[src/rtl/lcar_pkg.sv]
// Shared types and constants for the load cell converter reader and scaler.
// Depends on nothing; used by every module of the block.
`timescale 1ns / 1ps

package lcar_pkg;

    localparam int DATA_BITS = 24;

    localparam logic [DATA_BITS-1:0] MSB_FLIP   = 24'h800000;
    localparam logic [9:0]           WEIGHT_DIV = 10'd1000;
    // floor(2^40 / 1000): estimate is low by at most one
    localparam logic [30:0]          RECIP      = 31'd1099511627;
    localparam logic [6:0]           MIN_WINDOW = 7'd5;
    localparam logic [6:0]           MAX_WINDOW = 7'd100;

    typedef enum logic [1:0]
    {
        PH_WAIT  = 2'd0,
        PH_SHIFT = 2'd1,
        PH_FINAL = 2'd2
    } phase_t;

    typedef enum logic [7:0]
    {
        REG_ZERO_OFFSET = 8'd0,
        REG_SCALE       = 8'd1,
        REG_HALF_PERIOD = 8'd2,
        REG_FINAL_PULSE = 8'd3
    } cfg_index_t;

    typedef struct packed
    {
        logic                 clock_level;
        logic                 done;
        logic [DATA_BITS-1:0] raw;
    } tick_t;

endpackage

[src/rtl/lcar_serial_ctrl.sv]
// Serial clock sequencer: waits for data ready, clocks in the reading, gain pulse.
// Depends on lcar_pkg.
`timescale 1ns / 1ps

module lcar_serial_ctrl
    import lcar_pkg::*;
(
    input  logic        clk,
    input  logic        rst_n,
    input  logic        accept,
    input  logic        data_level,
    input  logic [7:0]  half_period,
    input  logic [9:0]  final_pulse,
    output tick_t       tick
);

    phase_t               phase_reg, phase_next;
    logic [4:0]           bit_reg, bit_next;
    logic [DATA_BITS-1:0] shift_reg, shift_next;
    logic [9:0]           tick_reg, tick_next;
    logic                 clk_reg, clk_next;
    logic [10:0]          tick_inc;
    logic                 done;

    always_ff @(posedge clk or negedge rst_n)
    begin
        if (!rst_n)
        begin
            phase_reg <= PH_WAIT;
            bit_reg   <= '0;
            shift_reg <= '0;
            tick_reg  <= '0;
            clk_reg   <= 1'b0;
        end
        else if (accept)
        begin
            phase_reg <= phase_next;
            bit_reg   <= bit_next;
            shift_reg <= shift_next;
            tick_reg  <= tick_next;
            clk_reg   <= clk_next;
        end
    end

    always_comb
    begin
        phase_next = phase_reg;
        bit_next   = bit_reg;
        shift_next = shift_reg;
        tick_next  = tick_reg;
        clk_next   = clk_reg;
        done       = 1'b0;
        tick_inc   = {1'b0, tick_reg} + 11'd1;
        case (phase_reg)
            PH_SHIFT:
            begin
                if (tick_inc >= {3'b000, half_period})
                begin
                    tick_next = '0;
                    if (clk_reg)
                    begin
                        clk_next = 1'b0;
                    end
                    else
                    begin
                        shift_next = {shift_reg[DATA_BITS-2:0], data_level};
                        bit_next   = bit_reg + 5'd1;
                        clk_next   = 1'b1;
                        if (bit_next >= 5'(DATA_BITS))
                        begin
                            phase_next = PH_FINAL;
                        end
                    end
                end
                else
                begin
                    tick_next = tick_inc[9:0];
                end
            end
            PH_FINAL:
            begin
                if (tick_inc >= {1'b0, final_pulse})
                begin
                    tick_next  = '0;
                    clk_next   = 1'b0;
                    phase_next = PH_WAIT;
                    done       = 1'b1;
                end
                else
                begin
                    tick_next = tick_inc[9:0];
                end
            end
            default:
            begin
                phase_next = PH_WAIT;
                clk_next   = 1'b0;
                if (!data_level)
                begin
                    phase_next = PH_SHIFT;
                    clk_next   = 1'b1;
                    tick_next  = '0;
                    bit_next   = '0;
                    shift_next = '0;
                end
            end
        endcase
    end

    assign tick.clock_level = clk_next;
    assign tick.done        = done;
    assign tick.raw         = done ? (shift_reg ^ MSB_FLIP) : '0;

endmodule

[src/rtl/lcar_scale_pipe.sv]
// Seven-stage scaling pipeline: offset, multiply, reciprocal divide by 1000.
// Depends on lcar_pkg. Each stage holds or collapses bubbles independently.
`timescale 1ns / 1ps

module lcar_scale_pipe
    import lcar_pkg::*;
(
    input  logic                 clk,
    input  logic                 rst_n,
    input  logic                 in_valid,
    output logic                 in_ready,
    input  tick_t                tick_in,
    input  logic [DATA_BITS-1:0] zero_offset,
    input  logic [15:0]          scale_factor,
    output logic                 res_valid,
    input  logic                 res_ready,
    output tick_t                res_tick,
    output logic signed [31:0]   res_weight
);

    localparam int PIPE_STAGES = 7;

    logic [PIPE_STAGES-1:0] v_reg;
    logic [PIPE_STAGES-1:0] v_in;
    logic [PIPE_STAGES:0]   rdy;
    tick_t                  tk_reg [PIPE_STAGES];

    logic                 neg2_reg, neg3_reg, neg4_reg, neg5_reg, neg6_reg;
    logic [DATA_BITS-1:0] absd2_reg;
    logic [39:0]          mag3_reg, mag4_reg, mag5_reg, mag6_reg;
    logic [50:0]          pphi4_reg, pplo4_reg;
    logic [30:0]          q05_reg, q06_reg;
    logic [40:0]          t6_reg;
    logic [31:0]          w7_reg;

    logic [DATA_BITS:0]   diff;
    logic [DATA_BITS:0]   diff_abs;
    logic [70:0]          est_sum;
    logic [39:0]          rem;
    logic [30:0]          quot;
    logic [31:0]          quot_ext;
    logic [31:0]          w_next;

    always_comb
    begin
        rdy[PIPE_STAGES] = res_ready;
        for (int k = PIPE_STAGES - 1; k >= 0; k--)
        begin
            rdy[k] = !v_reg[k] || rdy[k+1];
        end
    end

    assign in_ready = rdy[0];
    assign v_in     = {v_reg[PIPE_STAGES-2:0], in_valid};

    always_ff @(posedge clk or negedge rst_n)
    begin
        if (!rst_n)
        begin
            v_reg <= '0;
        end
        else
        begin
            for (int k = 0; k < PIPE_STAGES; k++)
            begin
                if (rdy[k])
                begin
                    v_reg[k] <= v_in[k];
                end
            end
        end
    end

    always_ff @(posedge clk)
    begin
        if (rdy[0])
        begin
            tk_reg[0] <= tick_in;
        end
        for (int k = 1; k < PIPE_STAGES; k++)
        begin
            if (rdy[k])
            begin
                tk_reg[k] <= tk_reg[k-1];
            end
        end
    end

    // raw minus offset, as sign and magnitude
    assign diff     = {1'b0, tk_reg[0].raw} - {1'b0, zero_offset};
    assign diff_abs = diff[DATA_BITS] ? -diff : diff;

    assign est_sum  = {pphi4_reg, 20'd0} + {20'd0, pplo4_reg};

    assign rem      = mag6_reg - t6_reg[39:0];
    assign quot     = q06_reg + {30'd0, (rem >= {30'd0, WEIGHT_DIV})};
    assign quot_ext = {1'b0, quot};

    always_comb
    begin
        w_next = neg6_reg ? -quot_ext : quot_ext;
        if (!tk_reg[5].done)
        begin
            w_next = '0;
        end
    end

    always_ff @(posedge clk)
    begin
        if (rdy[1])
        begin
            neg2_reg  <= diff[DATA_BITS];
            absd2_reg <= diff_abs[DATA_BITS-1:0];
        end
        if (rdy[2])
        begin
            neg3_reg <= neg2_reg;
            mag3_reg <= {16'd0, absd2_reg} * {24'd0, scale_factor};
        end
        if (rdy[3])
        begin
            neg4_reg  <= neg3_reg;
            mag4_reg  <= mag3_reg;
            pphi4_reg <= {31'd0, mag3_reg[39:20]} * {20'd0, RECIP};
            pplo4_reg <= {31'd0, mag3_reg[19:0]} * {20'd0, RECIP};
        end
        if (rdy[4])
        begin
            neg5_reg <= neg4_reg;
            mag5_reg <= mag4_reg;
            q05_reg  <= est_sum[70:40];
        end
        if (rdy[5])
        begin
            neg6_reg <= neg5_reg;
            mag6_reg <= mag5_reg;
            q06_reg  <= q05_reg;
            t6_reg   <= {10'd0, q05_reg} * {31'd0, WEIGHT_DIV};
        end
        if (rdy[6])
        begin
            w7_reg <= w_next;
        end
    end

    assign res_valid  = v_reg[PIPE_STAGES-1];
    assign res_tick   = tk_reg[PIPE_STAGES-1];
    assign res_weight = signed'(w7_reg);

endmodule

[src/rtl/load_cell_adc_reader_scaler.sv]
// Load cell converter reader and scaler: top level, configuration, stability window.
// Depends on lcar_pkg, lcar_serial_ctrl, lcar_scale_pipe.
//
//   channel  handshake            payload
//   in       in_valid/in_ready    data_level
//   out      out_valid/out_ready  clock_level reading_valid raw_count weight assured
//   cfg      cfg_valid/cfg_ready  cfg_index cfg_data
//
// One tick request is taken every cycle while in_ready is high; each gives one result,
// in order, through the seven-stage scaling pipeline and the output register.
// cfg_ready is always high. Reset clears the sequencer, the window count, the
// previous weight and all valid bits. A stalled output fills pipeline bubbles
// first; in_ready falls only once every stage holds a request.
`timescale 1ns / 1ps

module load_cell_adc_reader_scaler
    import lcar_pkg::*;
(
    input  logic                 clk,
    input  logic                 rst_n,
    input  logic                 in_valid,
    output logic                 in_ready,
    input  logic                 data_level,
    output logic                 out_valid,
    input  logic                 out_ready,
    output logic                 clock_level,
    output logic                 reading_valid,
    output logic [DATA_BITS-1:0] raw_count,
    output logic signed [31:0]   weight,
    output logic                 assured,
    input  logic                 cfg_valid,
    output logic                 cfg_ready,
    input  logic [7:0]           cfg_index,
    input  logic [23:0]          cfg_data
);

    logic [DATA_BITS-1:0] offset_reg;
    logic [15:0]          scale_reg;
    logic [7:0]           half_reg;
    logic [9:0]           final_reg;

    tick_t                tick;
    logic                 res_valid;
    tick_t                res_tick;
    logic signed [31:0]   res_weight;
    logic                 out_load;

    logic                 out_valid_reg;
    logic                 clock_reg, rvalid_reg, assured_reg;
    logic [DATA_BITS-1:0] raw_reg;
    logic signed [31:0]   weight_reg;
    logic signed [31:0]   prev_weight_reg;
    logic [6:0]           window_reg, window_next;
    logic                 assured_next;
    logic [6:0]           win_inc;

    assign cfg_ready = 1'b1;

    always_ff @(posedge clk or negedge rst_n)
    begin
        if (!rst_n)
        begin
            offset_reg <= '0;
            scale_reg  <= 16'd1000;
            half_reg   <= 8'd1;
            final_reg  <= 10'd5;
        end
        else if (cfg_valid)
        begin
            case (cfg_index)
                REG_ZERO_OFFSET: offset_reg <= cfg_data[DATA_BITS-1:0];
                REG_SCALE:       scale_reg  <= cfg_data[15:0];
                REG_HALF_PERIOD: half_reg   <= cfg_data[7:0];
                REG_FINAL_PULSE: final_reg  <= cfg_data[9:0];
                default:         ;
            endcase
        end
    end

    lcar_serial_ctrl u_ctrl
    (
        .clk         (clk),
        .rst_n       (rst_n),
        .accept      (in_valid && in_ready),
        .data_level  (data_level),
        .half_period (half_reg),
        .final_pulse (final_reg),
        .tick        (tick)
    );

    lcar_scale_pipe u_pipe
    (
        .clk          (clk),
        .rst_n        (rst_n),
        .in_valid     (in_valid),
        .in_ready     (in_ready),
        .tick_in      (tick),
        .zero_offset  (offset_reg),
        .scale_factor (scale_reg),
        .res_valid    (res_valid),
        .res_ready    (out_load),
        .res_tick     (res_tick),
        .res_weight   (res_weight)
    );

    assign out_load = !out_valid_reg || out_ready;

    // stability window: fifth or later reading matching the last, or the limit
    always_comb
    begin
        win_inc      = window_reg + 7'd1;
        assured_next = res_tick.done &&
                       (((win_inc >= MIN_WINDOW) && (res_weight == prev_weight_reg)) ||
                        (win_inc >= MAX_WINDOW));
        window_next  = assured_next ? 7'd0 : win_inc;
    end

    always_ff @(posedge clk or negedge rst_n)
    begin
        if (!rst_n)
        begin
            out_valid_reg   <= 1'b0;
            window_reg      <= '0;
            prev_weight_reg <= '0;
        end
        else if (out_load)
        begin
            out_valid_reg <= res_valid;
            if (res_valid && res_tick.done)
            begin
                window_reg      <= window_next;
                prev_weight_reg <= res_weight;
            end
        end
    end

    always_ff @(posedge clk)
    begin
        if (out_load)
        begin
            clock_reg   <= res_tick.clock_level;
            rvalid_reg  <= res_tick.done;
            raw_reg     <= res_tick.raw;
            weight_reg  <= res_weight;
            assured_reg <= assured_next;
        end
    end

    assign out_valid     = out_valid_reg;
    assign clock_level   = clock_reg;
    assign reading_valid = rvalid_reg;
    assign raw_count     = raw_reg;
    assign weight        = weight_reg;
    assign assured       = assured_reg;

endmodule

[config.mk]
export PLATFORM = sky130hd
export DESIGN_NAME = load_cell_adc_reader_scaler
export DESIGN_NICKNAME = d
export VERILOG_FILES = /design/src/rtl/lcar_pkg.sv /design/src/rtl/lcar_serial_ctrl.sv /design/src/rtl/lcar_scale_pipe.sv /design/src/rtl/load_cell_adc_reader_scaler.sv
export SDC_FILE = /design/constraint.sdc
export NUM_CORES = 2
export LEC_CHECK = 0
export BUFFER_PORTS_ARGS = -buffer_cell sky130_fd_sc_hd__buf_2
export CAP_MARGIN = 40
export CORE_ASPECT_RATIO = 2
export CORE_MARGIN = 3
export CORE_UTILIZATION = 60
export CTS_BUF_LIST = sky130_fd_sc_hd__clkbuf_8
export CTS_CLUSTER_DIAMETER = 100
export DETAILED_ROUTE_END_ITERATION = 6
export GPL_TIMING_DRIVEN = 1
export PLACE_DENSITY = 0.76
export SKIP_CTS_REPAIR_TIMING = 1
export SLEW_MARGIN = 30
export SYNTH_ARGS = -nofsm -noshare
export SYNTH_HDL_FRONTEND = slang
export SYNTH_HIERARCHICAL = 1
export SYNTH_SLANG_ARGS = --single-unit
[constraint.sdc]
create_clock -name clk -period 13.7 [get_ports clk]
set_clock_uncertainty 0.05 [all_clocks]
set_input_delay 2.74 -clock clk [delete_from_list [all_inputs] [get_ports clk]]
set_output_delay 2.74 -clock clk [all_outputs]
set_load 0.01 [all_outputs]
# == Yosys cells after proc, flatten, opt, wreduce, memory -nomap -nowiden ==
# Memories as Yosys holds them, arrays and structs flattened.
# Index checks and enable logic that the tools add are counted.
# op_classes
add_sub_neg,9
n_mul,4
order_cmp,6
n_eq_ne,12
n_mux,43
bitwise,2
reduce_logical,31
# ops
cell,n
$mux W24,5
$mul A20 B31 Y51 const B,2
$add A71 B51 Y71,1
$pmux W24 S2,1
$ge A40 B10 Y1 const B,1
$mul A24 B16 Y40,1
$sub A40 B40 Y40,1
$mul A31 B7 Y37 const B,1
$eq A32 B32 Y1,1
$neg A31 Y32,1
$add A31 B1 Y31,1
$mux W31,1
$mux W10,3
$sub A24 B24 Y25,1
$neg A24 Y24,1
$mux W1,21
$pmux W10 S2,1
$eq A8 B2 Y1 const B,2
$mux W5,3
$reduce_and A2 Y1,7
$add A10 B1 Y11 const B,1
$ge A11 B10 Y1,1
$ge A11 B8 Y1,1
$pmux W5 S2,1
other kinds (21),47
# totals
regBits,628
mem_bits_rw,182
out_inout_bits,62
word_cells,149
n_memories,1
# memory_table
name,depth,word_bits,rd,rd_ports_with_merged_regs,write_ports,line_no,text
u_pipe.tk_reg,7,26,7,0,7,lcar_scale_pipe.sv:26,tick_t tk_reg [PIPE_STAGES];

# == Logic depth before layout (Yosys ltp) ==
# depth
ltp_word,11
ltp_mapped,29
ltp_nobuf,27

# == Modules after synthesis ==
# Netlist, hierarchy kept.
# modules_own_cells
module,n_inst,cells_per_inst,area_per_inst_um2,seq_area_each_um2
lcar_scale_pipe,1,5450,60153.9,17351.6
load_cell_adc_reader_scaler,1,442,6142.1,4235.3
lcar_serial_ctrl,1,340,2826.5,1051.0

# == Worst setup path after synthesis ==
# OpenSTA, ideal clock, no wires.
# synth_path
path_kind,input-to-output
start,in out_ready
end,out in_ready
arrival_ns,8.619
path_slack_ns,2.291
cell_stages,5
path_buffers,0
path_cell_list,nand2b_1 -> nor2b_1 -> nand3_1 -> nor2_1 -> nand4_1
# synth_via
elab_chain_len,8
# synth_lines
item,line_no,text
"start, declared",load_cell_adc_reader_scaler.sv:25,"input logic out_ready,"
$logic_or A1 B1 Y1,load_cell_adc_reader_scaler.sv:106,assign out_load = !out_valid_reg || out_ready;
$logic_or A1 B1 Y1 (3 in a row),lcar_scale_pipe.sv:49,rdy[k] = !v_reg[k] || rdy[k+1];
named net u_pipe.rdy[4],lcar_scale_pipe.sv:25,logic [PIPE_STAGES:0] rdy;
$logic_or A1 B1 Y1 (4 in a row),lcar_scale_pipe.sv:49,
"end, declared",load_cell_adc_reader_scaler.sv:22,"output logic in_ready,"
# The timed path passes the listed nets, and every way through them passes these cells.

# == Worst setup path in the final report ==
# layout_path
start,in out_ready
end,out in_ready
# layout_via
elab_chain_len,8
# layout_lines
item,line_no,text
$logic_or A1 B1 Y1,load_cell_adc_reader_scaler.sv:106,
named net out_load,load_cell_adc_reader_scaler.sv:46,logic out_load;
$logic_or A1 B1 Y1 (3 in a row),lcar_scale_pipe.sv:49,
named net u_pipe.rdy[4],lcar_scale_pipe.sv:25,
$logic_or A1 B1 Y1 (4 in a row),lcar_scale_pipe.sv:49,
# The timed path passes the listed nets, and every way through them passes these cells.

==> results_dict.tcl <==
set metrics [dict create \
    num_rows 175 \
    yosysSeqAreaShare_pct 32.8 \
    fmaxAchievable_ghz 0.124 \
    ys.flop_type "edfxtp_1" \
    clock_tree.buffer_depth 3 \
    yosysUniqueCellTypes 118 \
    hpwl_um 135000 \
    min_period_ns 8.07 \
    regArea_sq_mm 0.0226 \
    nNetsFinal 7987 \
    drt_iter0_markers 2136 \
    critPathMostFrequentCell "buf_2" \
    crit_required_ns 10.91 \
    finalWeightedCongestion 1.01 \
    pre_cts_slack_ns 5.62 \
    drc 0 \
    rsz0062_at_grt "false" \
    wire_per_inst_um 20.8 \
    arrival_ns 5.28 \
    syn2layout_area_growth_pct 7.21 \
    status "finished clean" \
    dr.pass1.iters 7 \
    wl_um 166000 \
    cts_htree_levels 3 \
    start_kind "input pin" \
    root_buffer "clkbuf_8" \
    antenna_found_initial 1 \
    grt_max_degree 72 \
    grt_first_pass_wirelength_um 262000 \
    yosysTopAreaCellShare_pct 27.4 \
    io_pins 100 \
    tightestPinTransition_ns 0.880 \
    drive_gt1_share_pct 7.25 \
    ys_top_cells_by_area "edfxtp_1 27%, fa_1 23%, ha_1 14%" \
    synth_area_sq_mm 0.0691 \
    numCtsBuffers 110 \
    slowest_stage "nor2_1" \
    viasPerCell 5.74 \
    finalSetupTns_ns 0 \
    syn-mean-instance-area_sq_um 11.1 \
    fp.dieW_um 246 \
    yosys_register_bits 778 \
    path_clk_slew_ns 0.07 \
    cp_cell_sequence "buf_2 -> nand2b_4 -> nor2b_1 -> nand3_4 -> nor2_1 -> nand4_1 -> buf_4 -> buf_2" \
    cts_tree "yes" \
    synth_edf_count 631 \
    path_class "in -> out" \
    timing_hold_violations_final 0 \
    critPathCaptureType "output port" \
    cp_max_fo 37 \
    grt_pass1_vias 50816 \
    fill_cells 8682 \
    hp-class "reg -> reg" \
    ys_top_cells_by_count "1209 x inv_1, 800 x ha_1, 790 x fa_1" \
    groute.usage.overall_pct 28.6 \
    clock-sinks 778 \
    clk_latency_ns 0.85 \
    multiInputGateArea_sq_mm 0.0414 \
    core-area_sq_mm 0.114 \
    synth_cells 6232 \
    slew-limit-headroom_pct 41.4 \
    start_util_pct 60.6 \
    largest_reg_flops 182 \
    synth-async-reset-ratio_pct 18.9 \
    portBuffers 98 \
    dieArea_sq_mm 0.120 \
    synthesis.nets 7860 \
    slew_violations 0 \
    fin_crit_sh_pct 58.9 \
    synth_most_common_cell "inv_1" \
    vias 45713 \
    yosysTopAreaCell "edfxtp_1" \
    gr-total-overflow 0 \
    crit_path_max_incr_delay_ns 0.66 \
    ys_warn_count 6 \
    die_h_um 486 \
    final_util_pct 65.0 \
    detail-route-antenna-nets 0 \
    drv_cap 0 \
    finalSetupViolCount 0 \
    fin_ws_ns 5.63 \
]
[cell type report]
class	count	share of cell area [%]
clock buffer	111	2.06
timing repair buffer	146	1.37
tap	1504	2.54
antenna	1	0.00338
sequential	778	30.5
inverter	1209	6.13
multi-input combinational	4114	55.9
clock inverter	98	1.45
[critical path, delay by kind of cell]
kind	cells	cell delay [ns]
buf+inv	3	0.55
simple gates	5	1.96
[metal layers]
metal	global-route usage, %	vias up	share of wire, %
met5	0	-	0
met4	23.5	0	9.8
met3	2.95	720	3.7
met2	55.5	1452	56
met1	25.9	22692	31
li1	-	20849	-
[worst paths after layout]
kind                                   endpoint  slack (ns)  cells after the start           startpoint
min reg2reg                 u_pipe/tk_reg[4][6]        0.36                      0  u_pipe/tk_reg[3][6]
max in group asynchronous          scale_reg[9]       10.84                      3                rst_n
max reg2reg                u_pipe/pphi4_reg[44]        5.70                     21  u_pipe/mag3_reg[33]
max                                    in_ready        5.63                      8            out_ready
min in group asynchronous   prev_weight_reg[23]        1.75                      1                rst_n
min                         u_pipe/tk_reg[4][6]        0.36                      0  u_pipe/tk_reg[3][6]
[metrics by stage]
stage | cells | cell area [sq um] | hold WS (ns)
detailed placement | 7741 | 71300 | 0.355
floorplan | 6232 | 69100 | 0.350
CTS | 7950 | 73900 | 0.364
finish | 7961 | 74100 | 0.355
global route | 7961 | 74100 | 0.370
global placement | 7731 | 71200 | 0.351
[kinds of logic (layout without fill, tap and decap cells)]
group	after synthesis	after routing	share of synthesized area, %
AO/OA/AOI/OAI	792	792	7.65
XOR/XNOR	327	327	4.15
AND/OR/NAND/NOR	1331	1331	9.52
multiplexers	72	72	1.16
other	1	2	0.00543
adder cells (fa/ha/maj)	1591	1591	37.4
buffers and inverters	1340	1564	7.38
flip-flops	778	778	32.8
[cell usage in the layout (no fill, tap or decap), drive strengths merged, types with 163 or more instances in the layout]
| cell type | n |
|---|---|
| edfxtp | 631 |
| xnor2 | 201 |
| o21ai | 175 |
| and2 | 173 |
| ha | 800 |
| fa | 790 |
| a21oi | 220 |
| nor2 | 163 |
| inv | 1237 |
| nand2 | 547 |
Power is left out: the tool's default activity adds up to more than one toggle a clock period on the data nets, which glitch-free logic cannot reach.
